File: config.mk
export PLATFORM = sky130hd
export DESIGN_NAME = window_move_difference_strips_core_flat
export DESIGN_NICKNAME = d
export VERILOG_FILES = /design/src/sv/wmds_pkg.sv /design/src/sv/wmds_win_if.sv /design/src/sv/wmds_strip_if.sv /design/src/sv/wmds_front.sv /design/src/sv/wmds_queue.sv /design/src/sv/wmds_back.sv /design/src/sv/window_move_difference_strips_core.sv /design/src/flat_wrapper.sv
export SDC_FILE = /design/constraint.sdc
export NUM_CORES = 1
export LEC_CHECK = 0
export BUFFER_PORTS_ARGS = -buffer_cell sky130_fd_sc_hd__buf_2
export CAP_MARGIN = 15
export CORE_MARGIN = 2
export CORE_UTILIZATION = 50
export CTS_CLUSTER_SIZE = 28
export DETAILED_ROUTE_END_ITERATION = 16
export GPL_TIMING_DRIVEN = 0
export PLACE_DENSITY = 0.75
export SETUP_SLACK_MARGIN = 0.15
export SLEW_MARGIN = 20
export SYNTH_ARGS = -nofsm -noshare
export SYNTH_HDL_FRONTEND = slang
export SYNTH_SLANG_ARGS = --single-unit
File: constraint.sdc
create_clock -name i_clk -period 45.3 [get_ports i_clk]
set_input_delay 6.795 -clock i_clk [delete_from_list [all_inputs] [get_ports i_clk]]
set_output_delay 6.795 -clock i_clk [all_outputs]
set_load 0.01 [all_outputs]
File: src/sv/wmds_pkg.sv
// Package with the strip slot codes and result kinds shared by the window difference blocks.
`default_nettype none

package wmds_pkg;

    localparam int unsigned NUM_SLOTS = 8;

    // One slot per possible strip, in the order the strips are delivered.
    typedef enum logic [2:0] {
        SLOT_REM_TOP    = 3'd0,
        SLOT_REM_BOTTOM = 3'd1,
        SLOT_REM_LEFT   = 3'd2,
        SLOT_REM_RIGHT  = 3'd3,
        SLOT_ADD_TOP    = 3'd4,
        SLOT_ADD_BOTTOM = 3'd5,
        SLOT_ADD_LEFT   = 3'd6,
        SLOT_ADD_RIGHT  = 3'd7
    } t_slot;

    typedef logic [NUM_SLOTS-1:0] t_slot_mask;

    localparam logic KIND_REMOVE = 1'b0;
    localparam logic KIND_ADD    = 1'b1;

endpackage

`default_nettype wire

File: src/sv/wmds_win_if.sv
// Interface that carries one new window request with its valid/ready handshake.
`default_nettype none

interface wmds_win_if #(
    parameter int COORD_BITS = 16
) ();
    logic                         valid;
    logic                         ready;
    logic signed [COORD_BITS-1:0] new_left;
    logic signed [COORD_BITS-1:0] new_top;
    logic        [COORD_BITS-2:0] new_width;
    logic        [COORD_BITS-2:0] new_height;

    modport source (
        output valid, new_left, new_top, new_width, new_height,
        input  ready
    );

    modport sink (
        input  valid, new_left, new_top, new_width, new_height,
        output ready
    );
endinterface

`default_nettype wire

File: src/sv/wmds_strip_if.sv
// Interface that carries one strip request with its valid/ready handshake.
`default_nettype none

interface wmds_strip_if #(
    parameter int COORD_BITS = 16
) ();
    logic                         valid;
    logic                         ready;
    logic                         strip_kind;
    logic signed [COORD_BITS-1:0] strip_left;
    logic signed [COORD_BITS-1:0] strip_top;
    logic        [COORD_BITS-2:0] strip_width;
    logic        [COORD_BITS-2:0] strip_height;
    logic                         strip_last;

    modport source (
        output valid, strip_kind, strip_left, strip_top, strip_width, strip_height,
               strip_last,
        input  ready
    );

    modport sink (
        input  valid, strip_kind, strip_left, strip_top, strip_width, strip_height,
               strip_last,
        output ready
    );
endinterface

`default_nettype wire

File: src/sv/wmds_front.sv
// Front end: accepts new windows, holds the current window and classifies the move into strips.
`default_nettype none

module wmds_front #(
    parameter int COORD_BITS = 16,
    parameter int JOB_W      = 10 * (COORD_BITS + 1) + 9
) (
    input  wire logic             i_clk,
    input  wire logic             i_rst_n,
    wmds_win_if.sink              i_win,
    input  wire logic             i_full,
    output logic                  o_push,
    output logic [JOB_W-1:0]      o_job
);

    localparam int EW = COORD_BITS + 1;

    typedef struct packed {
        logic signed [EW-1:0]  ol;
        logic signed [EW-1:0]  ot;
        logic signed [EW-1:0]  nl;
        logic signed [EW-1:0]  nt;
        logic signed [EW-1:0]  ox2;
        logic signed [EW-1:0]  oy2;
        logic signed [EW-1:0]  nx2;
        logic signed [EW-1:0]  ny2;
        logic signed [EW-1:0]  rs;
        logic signed [EW-1:0]  re;
        logic                  overlap;
        wmds_pkg::t_slot_mask  mask;
    } t_job;

    logic signed [COORD_BITS-1:0] r_left;
    logic signed [COORD_BITS-1:0] r_top;
    logic        [COORD_BITS-2:0] r_width;
    logic        [COORD_BITS-2:0] r_height;

    logic signed [EW-1:0] ow;
    logic signed [EW-1:0] oh;
    logic signed [EW-1:0] nw;
    logic signed [EW-1:0] nh;
    logic signed [EW-1:0] max_l;
    logic signed [EW-1:0] min_r;
    logic                 old_full;
    logic                 new_full;
    logic                 accept;
    t_job                 job;

    assign i_win.ready = !i_full;
    assign accept      = i_win.valid && !i_full;

    always_comb begin
        job.ol  = {r_left[COORD_BITS-1], r_left};
        job.ot  = {r_top[COORD_BITS-1], r_top};
        job.nl  = {i_win.new_left[COORD_BITS-1], i_win.new_left};
        job.nt  = {i_win.new_top[COORD_BITS-1], i_win.new_top};
        ow      = {2'b00, r_width};
        oh      = {2'b00, r_height};
        nw      = {2'b00, i_win.new_width};
        nh      = {2'b00, i_win.new_height};
        job.ox2 = job.ol + ow;
        job.oy2 = job.ot + oh;
        job.nx2 = job.nl + nw;
        job.ny2 = job.nt + nh;
        job.rs  = (job.ot > job.nt) ? job.ot : job.nt;
        job.re  = (job.oy2 < job.ny2) ? job.oy2 : job.ny2;
        max_l   = (job.ol > job.nl) ? job.ol : job.nl;
        min_r   = (job.ox2 < job.nx2) ? job.ox2 : job.nx2;

        old_full    = (r_width != '0) && (r_height != '0);
        new_full    = (i_win.new_width != '0) && (i_win.new_height != '0);
        job.overlap = old_full && new_full && (max_l < min_r) && (job.rs < job.re);

        job.mask = '0;
        if (job.overlap) begin
            job.mask[wmds_pkg::SLOT_REM_TOP]    = job.ot < job.nt;
            job.mask[wmds_pkg::SLOT_REM_BOTTOM] = job.ny2 < job.oy2;
            job.mask[wmds_pkg::SLOT_REM_LEFT]   = job.ol < job.nl;
            job.mask[wmds_pkg::SLOT_REM_RIGHT]  = job.nx2 < job.ox2;
            job.mask[wmds_pkg::SLOT_ADD_TOP]    = job.nt < job.ot;
            job.mask[wmds_pkg::SLOT_ADD_BOTTOM] = job.oy2 < job.ny2;
            job.mask[wmds_pkg::SLOT_ADD_LEFT]   = job.nl < job.ol;
            job.mask[wmds_pkg::SLOT_ADD_RIGHT]  = job.ox2 < job.nx2;
        end else begin
            job.mask[wmds_pkg::SLOT_REM_TOP] = old_full;
            job.mask[wmds_pkg::SLOT_ADD_TOP] = new_full;
        end
    end

    // A move that produces no strip never enters the queue.
    assign o_push = accept && (job.mask != '0);
    assign o_job  = job;

    always_ff @(posedge i_clk) begin
        if (!i_rst_n) begin
            r_left   <= '0;
            r_top    <= '0;
            r_width  <= '0;
            r_height <= '0;
        end else if (accept) begin
            r_left   <= i_win.new_left;
            r_top    <= i_win.new_top;
            r_width  <= i_win.new_width;
            r_height <= i_win.new_height;
        end
    end

endmodule

`default_nettype wire

File: src/sv/wmds_queue.sv
// Small FIFO that decouples the classifying front end from the strip generator.
`default_nettype none

module wmds_queue #(
    parameter int DATA_W = 8,
    parameter int DEPTH  = 2
) (
    input  wire logic              i_clk,
    input  wire logic              i_rst_n,
    input  wire logic              i_push,
    input  wire logic [DATA_W-1:0] i_data,
    output logic                   o_full,
    input  wire logic              i_pop,
    output logic                   o_valid,
    output logic      [DATA_W-1:0] o_data
);

    localparam int PTR_W = (DEPTH > 1) ? $clog2(DEPTH) : 1;
    localparam int CNT_W = $clog2(DEPTH + 1);

    logic [DATA_W-1:0] r_mem [DEPTH];
    logic [PTR_W-1:0]  r_wr;
    logic [PTR_W-1:0]  r_rd;
    logic [CNT_W-1:0]  r_count;
    logic              push_ok;
    logic              pop_ok;

    assign o_full  = (r_count == CNT_W'(DEPTH));
    assign o_valid = (r_count != '0);
    assign o_data  = r_mem[r_rd];
    assign push_ok = i_push && !o_full;
    assign pop_ok  = i_pop && o_valid;

    always_ff @(posedge i_clk) begin
        if (push_ok) begin
            r_mem[r_wr] <= i_data;
        end
    end

    always_ff @(posedge i_clk) begin
        if (!i_rst_n) begin
            r_wr    <= '0;
            r_rd    <= '0;
            r_count <= '0;
        end else begin
            if (push_ok) begin
                r_wr <= (r_wr == PTR_W'(DEPTH - 1)) ? '0 : r_wr + 1'b1;
            end
            if (pop_ok) begin
                r_rd <= (r_rd == PTR_W'(DEPTH - 1)) ? '0 : r_rd + 1'b1;
            end
            if (push_ok && !pop_ok) begin
                r_count <= r_count + 1'b1;
            end else if (pop_ok && !push_ok) begin
                r_count <= r_count - 1'b1;
            end
        end
    end

endmodule

`default_nettype wire

File: src/sv/wmds_back.sv
// Back end: walks the slot mask of the queued move and issues one strip per cycle while the receiver is ready.
`default_nettype none

module wmds_back #(
    parameter int COORD_BITS = 16,
    parameter int JOB_W      = 10 * (COORD_BITS + 1) + 9
) (
    input  wire logic             i_clk,
    input  wire logic             i_rst_n,
    input  wire logic             i_valid,
    input  wire logic [JOB_W-1:0] i_job,
    output logic                  o_pop,
    wmds_strip_if.source          o_strip
);

    localparam int EW = COORD_BITS + 1;

    typedef struct packed {
        logic signed [EW-1:0]  ol;
        logic signed [EW-1:0]  ot;
        logic signed [EW-1:0]  nl;
        logic signed [EW-1:0]  nt;
        logic signed [EW-1:0]  ox2;
        logic signed [EW-1:0]  oy2;
        logic signed [EW-1:0]  nx2;
        logic signed [EW-1:0]  ny2;
        logic signed [EW-1:0]  rs;
        logic signed [EW-1:0]  re;
        logic                  overlap;
        wmds_pkg::t_slot_mask  mask;
    } t_job;

    t_job                 job;
    wmds_pkg::t_slot_mask r_done;
    wmds_pkg::t_slot_mask rem;
    wmds_pkg::t_slot_mask pick;
    wmds_pkg::t_slot      slot;
    logic                 last;
    logic                 advance;

    logic                 kind;
    logic signed [EW-1:0] s_l;
    logic signed [EW-1:0] s_t;
    logic signed [EW-1:0] w_a;
    logic signed [EW-1:0] w_b;
    logic signed [EW-1:0] h_a;
    logic signed [EW-1:0] h_b;
    logic signed [EW-1:0] w_d;
    logic signed [EW-1:0] h_d;

    logic                         r_out_valid;
    logic                         r_kind;
    logic signed [COORD_BITS-1:0] r_left;
    logic signed [COORD_BITS-1:0] r_top;
    logic        [COORD_BITS-2:0] r_width;
    logic        [COORD_BITS-2:0] r_height;
    logic                         r_last;

    assign job = i_job;
    assign rem = job.mask & ~r_done;

    always_comb begin
        slot = wmds_pkg::SLOT_REM_TOP;
        for (int i = wmds_pkg::NUM_SLOTS - 1; i >= 0; i--) begin
            if (rem[i]) begin
                slot = wmds_pkg::t_slot'(3'(i));
            end
        end
    end

    assign pick    = wmds_pkg::t_slot_mask'(1) << slot;
    assign last    = (rem & ~pick) == '0;
    assign advance = i_valid && (!r_out_valid || o_strip.ready);
    assign o_pop   = advance && last;

    always_comb begin
        kind = wmds_pkg::KIND_REMOVE;
        s_l  = job.ol;
        s_t  = job.rs;
        w_a  = job.ox2;
        w_b  = job.ol;
        h_a  = job.re;
        h_b  = job.rs;
        case (slot)
            wmds_pkg::SLOT_REM_TOP: begin
                s_t = job.ot;
                h_a = job.overlap ? job.nt : job.oy2;
                h_b = job.ot;
            end
            wmds_pkg::SLOT_REM_BOTTOM: begin
                s_t = job.ny2;
                h_a = job.oy2;
                h_b = job.ny2;
            end
            wmds_pkg::SLOT_REM_LEFT: begin
                w_a = job.nl;
            end
            wmds_pkg::SLOT_REM_RIGHT: begin
                s_l = job.nx2;
                w_b = job.nx2;
            end
            wmds_pkg::SLOT_ADD_TOP: begin
                kind = wmds_pkg::KIND_ADD;
                s_l  = job.nl;
                s_t  = job.nt;
                w_a  = job.nx2;
                w_b  = job.nl;
                h_a  = job.overlap ? job.ot : job.ny2;
                h_b  = job.nt;
            end
            wmds_pkg::SLOT_ADD_BOTTOM: begin
                kind = wmds_pkg::KIND_ADD;
                s_l  = job.nl;
                s_t  = job.oy2;
                w_a  = job.nx2;
                w_b  = job.nl;
                h_a  = job.ny2;
                h_b  = job.oy2;
            end
            wmds_pkg::SLOT_ADD_LEFT: begin
                kind = wmds_pkg::KIND_ADD;
                s_l  = job.nl;
                w_a  = job.ol;
                w_b  = job.nl;
            end
            wmds_pkg::SLOT_ADD_RIGHT: begin
                kind = wmds_pkg::KIND_ADD;
                s_l  = job.ox2;
                w_a  = job.nx2;
                w_b  = job.ox2;
            end
            default: begin
                kind = wmds_pkg::KIND_REMOVE;
            end
        endcase
        w_d = w_a - w_b;
        h_d = h_a - h_b;
    end

    always_ff @(posedge i_clk) begin
        if (!i_rst_n) begin
            r_out_valid <= 1'b0;
            r_done      <= '0;
        end else if (advance) begin
            r_out_valid <= 1'b1;
            r_done      <= last ? '0 : (r_done | pick);
        end else if (o_strip.ready) begin
            r_out_valid <= 1'b0;
        end
    end

    always_ff @(posedge i_clk) begin
        if (advance) begin
            r_kind   <= kind;
            r_left   <= s_l[COORD_BITS-1:0];
            r_top    <= s_t[COORD_BITS-1:0];
            r_width  <= w_d[COORD_BITS-2:0];
            r_height <= h_d[COORD_BITS-2:0];
            r_last   <= last;
        end
    end

    assign o_strip.valid        = r_out_valid;
    assign o_strip.strip_kind   = r_kind;
    assign o_strip.strip_left   = r_left;
    assign o_strip.strip_top    = r_top;
    assign o_strip.strip_width  = r_width;
    assign o_strip.strip_height = r_height;
    assign o_strip.strip_last   = r_last;

    // Every queued move still has at least one strip to issue.
    a_rem_nonzero: assert property (@(posedge i_clk) disable iff (!i_rst_n)
        i_valid |-> (rem != '0))
        else $error("queued move has no strip left");

    // The issued slots never leave the mask of the current move.
    a_done_subset: assert property (@(posedge i_clk) disable iff (!i_rst_n)
        i_valid |-> ((r_done & ~job.mask) == '0))
        else $error("issued slot outside move mask");

    // Without a queued move no slot may be marked as issued.
    a_done_idle: assert property (@(posedge i_clk) disable iff (!i_rst_n)
        !i_valid |-> (r_done == '0))
        else $error("stale issued slots while queue is empty");

    // A strip leaves the output register with a nonzero size.
    a_strip_size: assert property (@(posedge i_clk) disable iff (!i_rst_n)
        r_out_valid |-> (r_width != '0 && r_height != '0))
        else $error("empty strip issued");

endmodule

`default_nettype wire

File: src/sv/window_move_difference_strips_core.sv
// Top level of the window move difference strip generator.
//
// A request on i_win names a new cell window (left, top, width, height). The
// block compares it with the stored window and returns the cells that leave
// and enter as rectangular strips on o_strip: removals first (top, bottom,
// left, right), then additions in the same order, with strip_last set on the
// final strip of the move. Disjoint windows give the whole old window and the
// whole new one; an identical or empty-to-empty move gives no strip.
// An accepted window that gives strips is written into the queue; the strip
// generator then registers the strips of the queued move one by one in the
// output register and pops the move with its last strip. A new window is taken
// every cycle while the queue between classifier and generator has room.
// When the receiver stalls, the strip stays in the output register and the
// queue fills; i_win.ready drops only when the queue is full.
// Reset sets the stored window to an empty window at the origin and empties
// the queue and the output register.
`default_nettype none

module window_move_difference_strips_core #(
    parameter int COORD_BITS  = 16,
    parameter int QUEUE_DEPTH = 2
) (
    input  wire logic    i_clk,
    input  wire logic    i_rst_n,
    wmds_win_if.sink     i_win,
    wmds_strip_if.source o_strip
);

    localparam int JOB_W = 10 * (COORD_BITS + 1) + wmds_pkg::NUM_SLOTS + 1;

    logic             push;
    logic             full;
    logic             pop;
    logic             q_valid;
    logic [JOB_W-1:0] push_job;
    logic [JOB_W-1:0] head_job;

    wmds_front #(
        .COORD_BITS (COORD_BITS),
        .JOB_W      (JOB_W)
    ) u_front (
        .i_clk   (i_clk),
        .i_rst_n (i_rst_n),
        .i_win   (i_win),
        .i_full  (full),
        .o_push  (push),
        .o_job   (push_job)
    );

    wmds_queue #(
        .DATA_W (JOB_W),
        .DEPTH  (QUEUE_DEPTH)
    ) u_queue (
        .i_clk   (i_clk),
        .i_rst_n (i_rst_n),
        .i_push  (push),
        .i_data  (push_job),
        .o_full  (full),
        .i_pop   (pop),
        .o_valid (q_valid),
        .o_data  (head_job)
    );

    wmds_back #(
        .COORD_BITS (COORD_BITS),
        .JOB_W      (JOB_W)
    ) u_back (
        .i_clk   (i_clk),
        .i_rst_n (i_rst_n),
        .i_valid (q_valid),
        .i_job   (head_job),
        .o_pop   (pop),
        .o_strip (o_strip)
    );

endmodule

`default_nettype wire

File: src/flat_wrapper.sv
// flat-port wrapper written by rule: the top's interface ports become plain ports
module window_move_difference_strips_core_flat 
#(
    parameter int COORD_BITS  = 16,
    parameter int QUEUE_DEPTH = 2
)
  (i_clk, i_rst_n, i_win_valid, i_win_new_left, i_win_new_top, i_win_new_width, i_win_new_height, i_win_ready, o_strip_valid, o_strip_strip_kind, o_strip_strip_left, o_strip_strip_top, o_strip_strip_width, o_strip_strip_height, o_strip_strip_last, o_strip_ready);
  wmds_win_if #(.COORD_BITS(COORD_BITS)) i_win_i ();
  wmds_strip_if #(.COORD_BITS(COORD_BITS)) o_strip_i ();
  input  wire logic i_clk;
  input  wire logic i_rst_n;
  input wire logic [$bits(i_win_i.valid)-1:0] i_win_valid;
  input wire logic [$bits(i_win_i.new_left)-1:0] i_win_new_left;
  input wire logic [$bits(i_win_i.new_top)-1:0] i_win_new_top;
  input wire logic [$bits(i_win_i.new_width)-1:0] i_win_new_width;
  input wire logic [$bits(i_win_i.new_height)-1:0] i_win_new_height;
  output wire logic [$bits(i_win_i.ready)-1:0] i_win_ready;
  output wire logic [$bits(o_strip_i.valid)-1:0] o_strip_valid;
  output wire logic [$bits(o_strip_i.strip_kind)-1:0] o_strip_strip_kind;
  output wire logic [$bits(o_strip_i.strip_left)-1:0] o_strip_strip_left;
  output wire logic [$bits(o_strip_i.strip_top)-1:0] o_strip_strip_top;
  output wire logic [$bits(o_strip_i.strip_width)-1:0] o_strip_strip_width;
  output wire logic [$bits(o_strip_i.strip_height)-1:0] o_strip_strip_height;
  output wire logic [$bits(o_strip_i.strip_last)-1:0] o_strip_strip_last;
  input wire logic [$bits(o_strip_i.ready)-1:0] o_strip_ready;
  assign i_win_i.valid = i_win_valid;
  assign i_win_i.new_left = i_win_new_left;
  assign i_win_i.new_top = i_win_new_top;
  assign i_win_i.new_width = i_win_new_width;
  assign i_win_i.new_height = i_win_new_height;
  assign i_win_ready = i_win_i.ready;
  assign o_strip_valid = o_strip_i.valid;
  assign o_strip_strip_kind = o_strip_i.strip_kind;
  assign o_strip_strip_left = o_strip_i.strip_left;
  assign o_strip_strip_top = o_strip_i.strip_top;
  assign o_strip_strip_width = o_strip_i.strip_width;
  assign o_strip_strip_height = o_strip_i.strip_height;
  assign o_strip_strip_last = o_strip_i.strip_last;
  assign o_strip_i.ready = o_strip_ready;
  window_move_difference_strips_core #(.COORD_BITS(COORD_BITS), .QUEUE_DEPTH(QUEUE_DEPTH)) u_core (.i_clk(i_clk), .i_rst_n(i_rst_n), .i_win(i_win_i), .o_strip(o_strip_i));
endmodule
After elaboration in Yosys (flattened, before gate mapping) --
Memory sizes are Yosys's and may differ from the RTL's. A register that Yosys moved wholly into a read port is not among the register bits. Index checks and enable logic that the tools add are counted.
Storage, ports and cells: ROM bits 0, bits in latches 0, memories 1, bits of input ports 66, output and inout bits 66, RAM bits 358, register bits 139, word-level logic and storage cells 117
Memories:
- u_core.u_queue.r_mem | depth 2, bits a word 179, read ports 1, clocked after memory_dff 1, wr ports 1, line wmds_queue.sv:21 | logic [DATA_W-1:0] r_mem [DEPTH];
Operators by class: bitwise gates (word level) 5, add/sub/neg operators 10, equal/unequal tests 8, magnitude comparators 12, shift operators 1, muxes and demuxes 34, divide/modulo/power cells 0, reductions and logical operators 31, multipliers 0
Operators by type and width (number):
- < comparator 17 bit | 6
- adder 16 x 16 -> 17 bit | 4
- 2-to-1 mux 17 bit | 4
- < comparator 16 bit | 4
- one-hot mux 16 bit (4 select lines) | 1
- one-hot mux 15 bit (4 select lines) | 1
- nonzero test 15 bit | 4
- one-hot mux 16 bit (3 select lines) | 1
- one-hot mux 15 bit (3 select lines) | 1
- greater-than comparator 16 bit | 2
- 2-to-1 mux 15 bit | 2
- 2-to-1 mux 3 bit | 10
- subtractor 15 bit | 2
- bitwise AND 8 bit | 2
- inverter 8 bit | 2
- logical AND 1 bit | 13
- == test 3 bit (second input constant) | 4
- 2-to-1 mux 1 bit | 11
- logical NOT 8 bit | 1
- 2-to-1 mux 8 bit | 1
- bitwise OR 8 bit | 1
- nonzero test 8 bit | 1
- << shifter 1 x 3 -> 8 bit (first input constant) | 1
- == test 3 x 2 -> 1 bit (second input constant) | 2
- other kinds (12) | 20

Depth between registers and ports, before layout --
depth in word-level cells 19, gate-level depth with buffers 39, depth with buffers taken out 38

Cells and area by module --
Synthesis repeated with hierarchy kept, for this count alone.
Second synthesis, totals: cells, all modules 2339, area, all modules 28179.5 sq um
By module, submodules not included:
- wmds_queue | area each 13565.5 sq um, sequential area each 10850.4 sq um, cells each 582, times used 1
- wmds_front | area each 8622.0 sq um, sequential area each 1241.2 sq um, cells each 1146, times used 1
- wmds_back | area each 5992.0 sq um, sequential area each 2102.0 sq um, cells each 611, times used 1

Least setup slack after synthesis --
Ideal clock, no wire load.
path type input -> register, start in i_win_new_height[1], end mem u_core.u_queue.r_mem[0][0] (netlist name), enable pin, cell stages on the path 33, arrival 21.767 ns, setup time 0.752 ns, required time 44.548 ns, setup slack 22.781 ns, buffers on the path 2, cell sequence ha_1 > a21o_1 > a21oi_1 > o21bai_1 > a21oi_1 > o21bai_1 > a21oi_1 > o21bai_1 > a2111oi_0 > o31a_1 > nand2b_1 > a21oi_1 > xnor2_1 > ha_1 > nand4_1 > nor2_1 > o31a_1 > a2bb2oi_1 > clkbuf_1 > clkbuf_1 > nor2_1 > a21o_1 > ha_1 > a21o_1 > a21o_1 > a2111oi_0 > a2111oi_0 > or4_1 > nand2b_1 > o211ai_1 > nor4b_4 > or4_4 > a21oi_1
On the way: longest elaborated chain between the ends 11, elaborated cells on any way between the ends 19, those cells by class 1 x add/sub; 3 x order compare; 7 x mux; 8 x reduce/logical
RTL lines:
- start: declaration | line flat_wrapper.sv:16 | input wire logic [$bits(i_win_i.new_height)-1:0] i_win_new_height;
- adder 16 x 16 -> 17 bit / nonzero test 15 bit (equally long branches) | line wmds_front.sv:64, wmds_front.sv:71
- < comparator 17 bit / logical AND 1 bit (equally long branches) | line wmds_front.sv:66, wmds_front.sv:81, wmds_front.sv:71
- 2-to-1 mux 17 bit / logical AND 1 bit (equally long branches) | line wmds_front.sv:66, wmds_front.sv:72
- < comparator 17 bit / logical AND 1 bit (equally long branches) | line wmds_front.sv:72 | job.overlap = old_full && new_full && (max_l < min_r) && (job.rs < job.re);
- logical AND 1 bit | line wmds_front.sv:72
- 2-to-1 mux 1 bit / 2-to-1 mux 3 bit (equally long branches) | line wmds_front.sv:75 | if (job.overlap) begin
- nonzero test 8 bit (*) | line wmds_front.sv:91 | assign o_push = accept && (job.mask != '0);
- logical AND 1 bit (*) | line wmds_front.sv:91
- logical AND 1 bit (*) | line wmds_queue.sv:31 | assign push_ok = i_push && !o_full;
- 2-to-1 mux 1 bit (*) | line wmds_queue.sv:35 | if (push_ok) begin
- 2-to-1 mux 1 bit (implied by the code) (*) | line wmds_queue.sv:36 | r_mem[r_wr] <= i_data;
- end: declaration | line wmds_queue.sv:21
Mark *: on every way between the ends. The rest lies on a longest branch, timed or not.

Worst setup path after layout --
start in i_win_new_top[1], end mem u_core.u_queue.r_mem[1][157] (netlist name), enable pin
On the way: longest elaborated chain between the ends 11, elaborated cells on any way between the ends 19, those cells by class 1 x add/sub; 6 x order compare; 8 x mux; 4 x reduce/logical
RTL lines:
- start: declaration | line flat_wrapper.sv:14 | input wire logic [$bits(i_win_i.new_top)-1:0] i_win_new_top;
- adder 16 x 16 -> 17 bit (*) | line wmds_front.sv:64 | job.ny2 = job.nt + nh;
- net u_core.push_job[54] | line window_move_difference_strips_core.sv:35 | logic [JOB_W-1:0] push_job;
- < comparator 17 bit | line wmds_front.sv:66, wmds_front.sv:81
- 2-to-1 mux 17 bit | line wmds_front.sv:66 | job.re = (job.oy2 < job.ny2) ? job.oy2 : job.ny2;
- < comparator 17 bit | line wmds_front.sv:72
- logical AND 1 bit | line wmds_front.sv:72
- 2-to-1 mux 1 bit / 2-to-1 mux 3 bit (equally long branches) | line wmds_front.sv:75
- nonzero test 8 bit (*) | line wmds_front.sv:91
- logical AND 1 bit (*) | line wmds_front.sv:91
- logical AND 1 bit (*) | line wmds_queue.sv:31
- 2-to-1 mux 1 bit (*) | line wmds_queue.sv:35
- 2-to-1 mux 1 bit (implied by the code) (*) | line wmds_queue.sv:36
The timed path passes the listed nets; every way through them passes the cells marked *.

==> results.ini <==
[pwr]
vdd_drop_max_uv = 37.5
power.total_w = 0.00243
pwr_density_cell_nw_per_um2 = 78.5
cellLeakagePower_nw = 12.0

[floorplan]
top_level_ports = 132
chipHeight_um = 238
coreArea_sq_um = 53900
die_width_um = 238
start_util = 0.507
dieArea_sq_um = 56600
fp-row-count = 85

[detailed_routing]
wl_mm = 82.3
drc = 0
detailedRoute.firstPassIterationCount = 6
post_drt_wl_per_cell_um = 25.2
drtAntennaViolNets = 0
initial_drt_markers = 2526
dr_total_vias = 20638
post_drt_via_cell_ratio = 6.32

[yosys]
yosys.area.top_type = edfxtp_1
ys_warn_count = 0
synth.ff_latch_count = 476
synth_sequential_area_ratio = 0.495
synth_fp_nets = 2584
syn-instance-count = 2328
post_synth_edffs = 400
synth_area_leaders = edfxtp_1 44%, ha_1 8.4%, mux2i_1 5.9%
yosys.area.top_type_share = 0.439
async_flop_share = 0
synthesis.area_per_instance_sq_um = 11.7
synth_top_flop_cell = edfxtp_1
synth_area_sq_um = 27300
synthDistinctLibCells = 83

[cts]
cts_tree = done
cts_made_buffers = 48
ctsHtreeMaxLevel = 2
ctsResizeCount = 0
cts_hold_buf = 0
clk_latency_ns = 0.61
tritoncts_num_sinks = 476
clk_pin_slew_worst_paths_ns = 0.06
clock_path_buffers = 3
post-cts-setup-buffer-count = 0
clock-root-buffer = clkbuf_16

[timing]
timing.fmax_ghz = 0.0567
timing.final.ws_setup_ns = 27.65
setup_tns_ns = 0
timing.final.max_slew_violations = 0
layout_min_cycle_time_ns = 17.65
final-hold-violation-count = 0
max_slew_margin = 0.196
setup_viol_count_final = 0
fin_worst_skew_ns = 0.0226
worstMarginPinSlew_ns = 1.21
rsz0062_at_grt = no
hold-worst-slack_ns = 0.496
post-route-period-util = 0.390

[setup_path]
cpPeakStageDelay_ns = 0.80
timing.critical_path.required_ns = 45.61
path_max_fanout = 19
worstSetupPathType = in2reg
worst_setup_start_kind = input port
crit_slowest_cell = clkbuf_1
worstPathArrival_ns = 17.96
endpoint_kind = flip-flop
reg2reg_setup_slack_ns = 33.29
r2r_end = u_core.u_queue.r_mem[1][157]
timing.reg2reg.worst_path_depth = 36
reg2reg_from = u_core.u_front.r_top[0]
critical-path-top-cell-by-count = buf_16

[grt]
wire_length_of_the_first_global_routing_pass_mm = 122
grt_usage = 0.290
vias_in_the_first_global_route = 20156
maximum_number_of_pins_on_one_net_before_global_route_repair = 31
initial_antenna_violation_count = 1
grt_remaining_overflow = 0

[final_layout]
drive_gt1_frac = 0.151
layout-area-overhead-vs-synth_pct = 13.3
num-nets-final = 2786
n_fill_cell = 4401
most_common_library_cell_in_the_layout_ignoring_fill_and_taps = edfxtp_1
mostFrequentLayoutCells = 400 x edfxtp_1, 240 x nand2_1, 184 x ha_1, 161 x mux2i_1, 156 x inv_1

[min_path]
min_delay_startpoint = u_core.u_front.r_height[10]
class_of_the_tightest_hold_or_removal_check = reg2reg
min_delay_path_depth = 2
holdPathEnd = u_core.u_front.r_height[10]

[place]
placement.setup.worst_slack_ns = 27.32
port_buffers = 130
place.gp.congestion = 0.946
dpl_wire_length_mm = 62.5

[outcome]
outcome = finished clean

[job]
max_cap_viols = 0

[registers in the layout, indices dropped and copies added, names as in the netlist, named ones only]
name,count
u_core.u_queue.r_wr,1
u_core.u_front.r_width,15
u_core.u_back.o_strip.strip_kind,1
u_core.u_queue.r_count,2
u_core.u_front.r_height,15
u_core.u_front.r_left,16
u_core.u_queue.r_rd,1
u_core.u_back.r_done,8
u_core.u_queue.r_mem,336
u_core.u_back.o_strip.strip_height,15
u_core.u_back.o_strip.valid,1
u_core.u_back.o_strip.strip_last,1
u_core.u_back.o_strip.strip_left,16
u_core.u_front.r_top,16
u_core.u_back.o_strip.strip_width,15
u_core.u_back.o_strip.strip_top,16
[final cells by class]
type / instances / area, sq um / share of cell area
inverter: 157 / 589 / 0.0190
buffer: 98 / 379 / 0.0122
tap: 696 / 871 / 0.0281
sequential: 476 / 13500 / 0.437
timing repair buffer: 152 / 1210 / 0.0389
clock inverter: 30 / 241 / 0.00779
clock buffer: 60 / 1270 / 0.0409
antenna: 1 / 2.50 / 0.0000808
multi-input combinational: 1597 / 12900 / 0.416
[worst max path at each step]
stage	slack [ns]	startpoint	cells after the start	to
2_1_floorplan	22.78	i_win_new_height[1]	33	u_core.u_queue.r_mem[0][0]
3_3_place_gp	16.30	i_win_new_top[1]	34	u_core.u_queue.r_mem[0][18]
3_5_place_dp	27.32	i_win_new_top[1]	38	u_core.u_queue.r_mem[1][157]
4_1_cts	27.88	i_win_new_top[1]	38	u_core.u_queue.r_mem[1][153]
5_1_grt	27.21	i_win_new_top[1]	39	u_core.u_queue.r_mem[1][89]
6_report	27.65	i_win_new_top[1]	36	u_core.u_queue.r_mem[1][157]
[kinds of logic after synthesis]
group                    Yosys count  synth area share
AND/OR/NAND/NOR                  536            0.0949
AO/OA/AOI/OAI                    511             0.126
flip-flops                       476             0.495
multiplexers                     286             0.136
buffers and inverters            255            0.0352
adder cells (fa/ha/maj)          190            0.0886
XOR/XNOR                          74            0.0247
[routing by layer]
metal / up-vias / routed length [um] / GRT usage
met1: 10073 / 33000 / 0.397
li1: 9177 / - / -
met5: - / 0 / 0
met2: 1190 / 36400 / 0.447
met4: 0 / 3110 / 0.105
met3: 198 / 9810 / 0.0730
[cell usage after synthesis (all sizes together), types with 48 or more instances]
| master | instances |
|---|---|
| a211oi | 48 |
| a21boi | 74 |
| dfxtp | 76 |
| inv | 156 |
| edfxtp | 400 |
| a21oi | 122 |
| mux2i | 161 |
| mux2 | 64 |
| nand2 | 240 |
| mux4 | 61 |
| clkbuf | 77 |
| ha | 184 |
| nor2 | 74 |
| o21ai | 90 |
| xnor2 | 53 |
[through the flow]
stage | utilization | std cells | area (sq um)
finish | 0.575 | 3267 | 31000
global route | 0.575 | 3267 | 31000
CTS | 0.574 | 3266 | 31000
detailed placement | 0.546 | 3176 | 29500
global placement | 0.535 | 3154 | 28900
floorplan | - | 2328 | 27300
[power breakdown]
part           switching, W  leakage [nW]  internal, W
clock              0.000173         0.734     0.000216
combinational      0.000768          6.82     0.000498
sequential        0.0000623          4.43     0.000713
[critical path, delay by kind of cell]
kind | cells | cell delay, ns
xor+xnor | 1 | 0.45
fa+ha+maj | 3 | 0.96
mux | 1 | 0.57
simple gates | 6 | 1.86
buf+inv | 9 | 2.59
compound gates | 16 | 4.67
(Power assumes the default switching activity.)
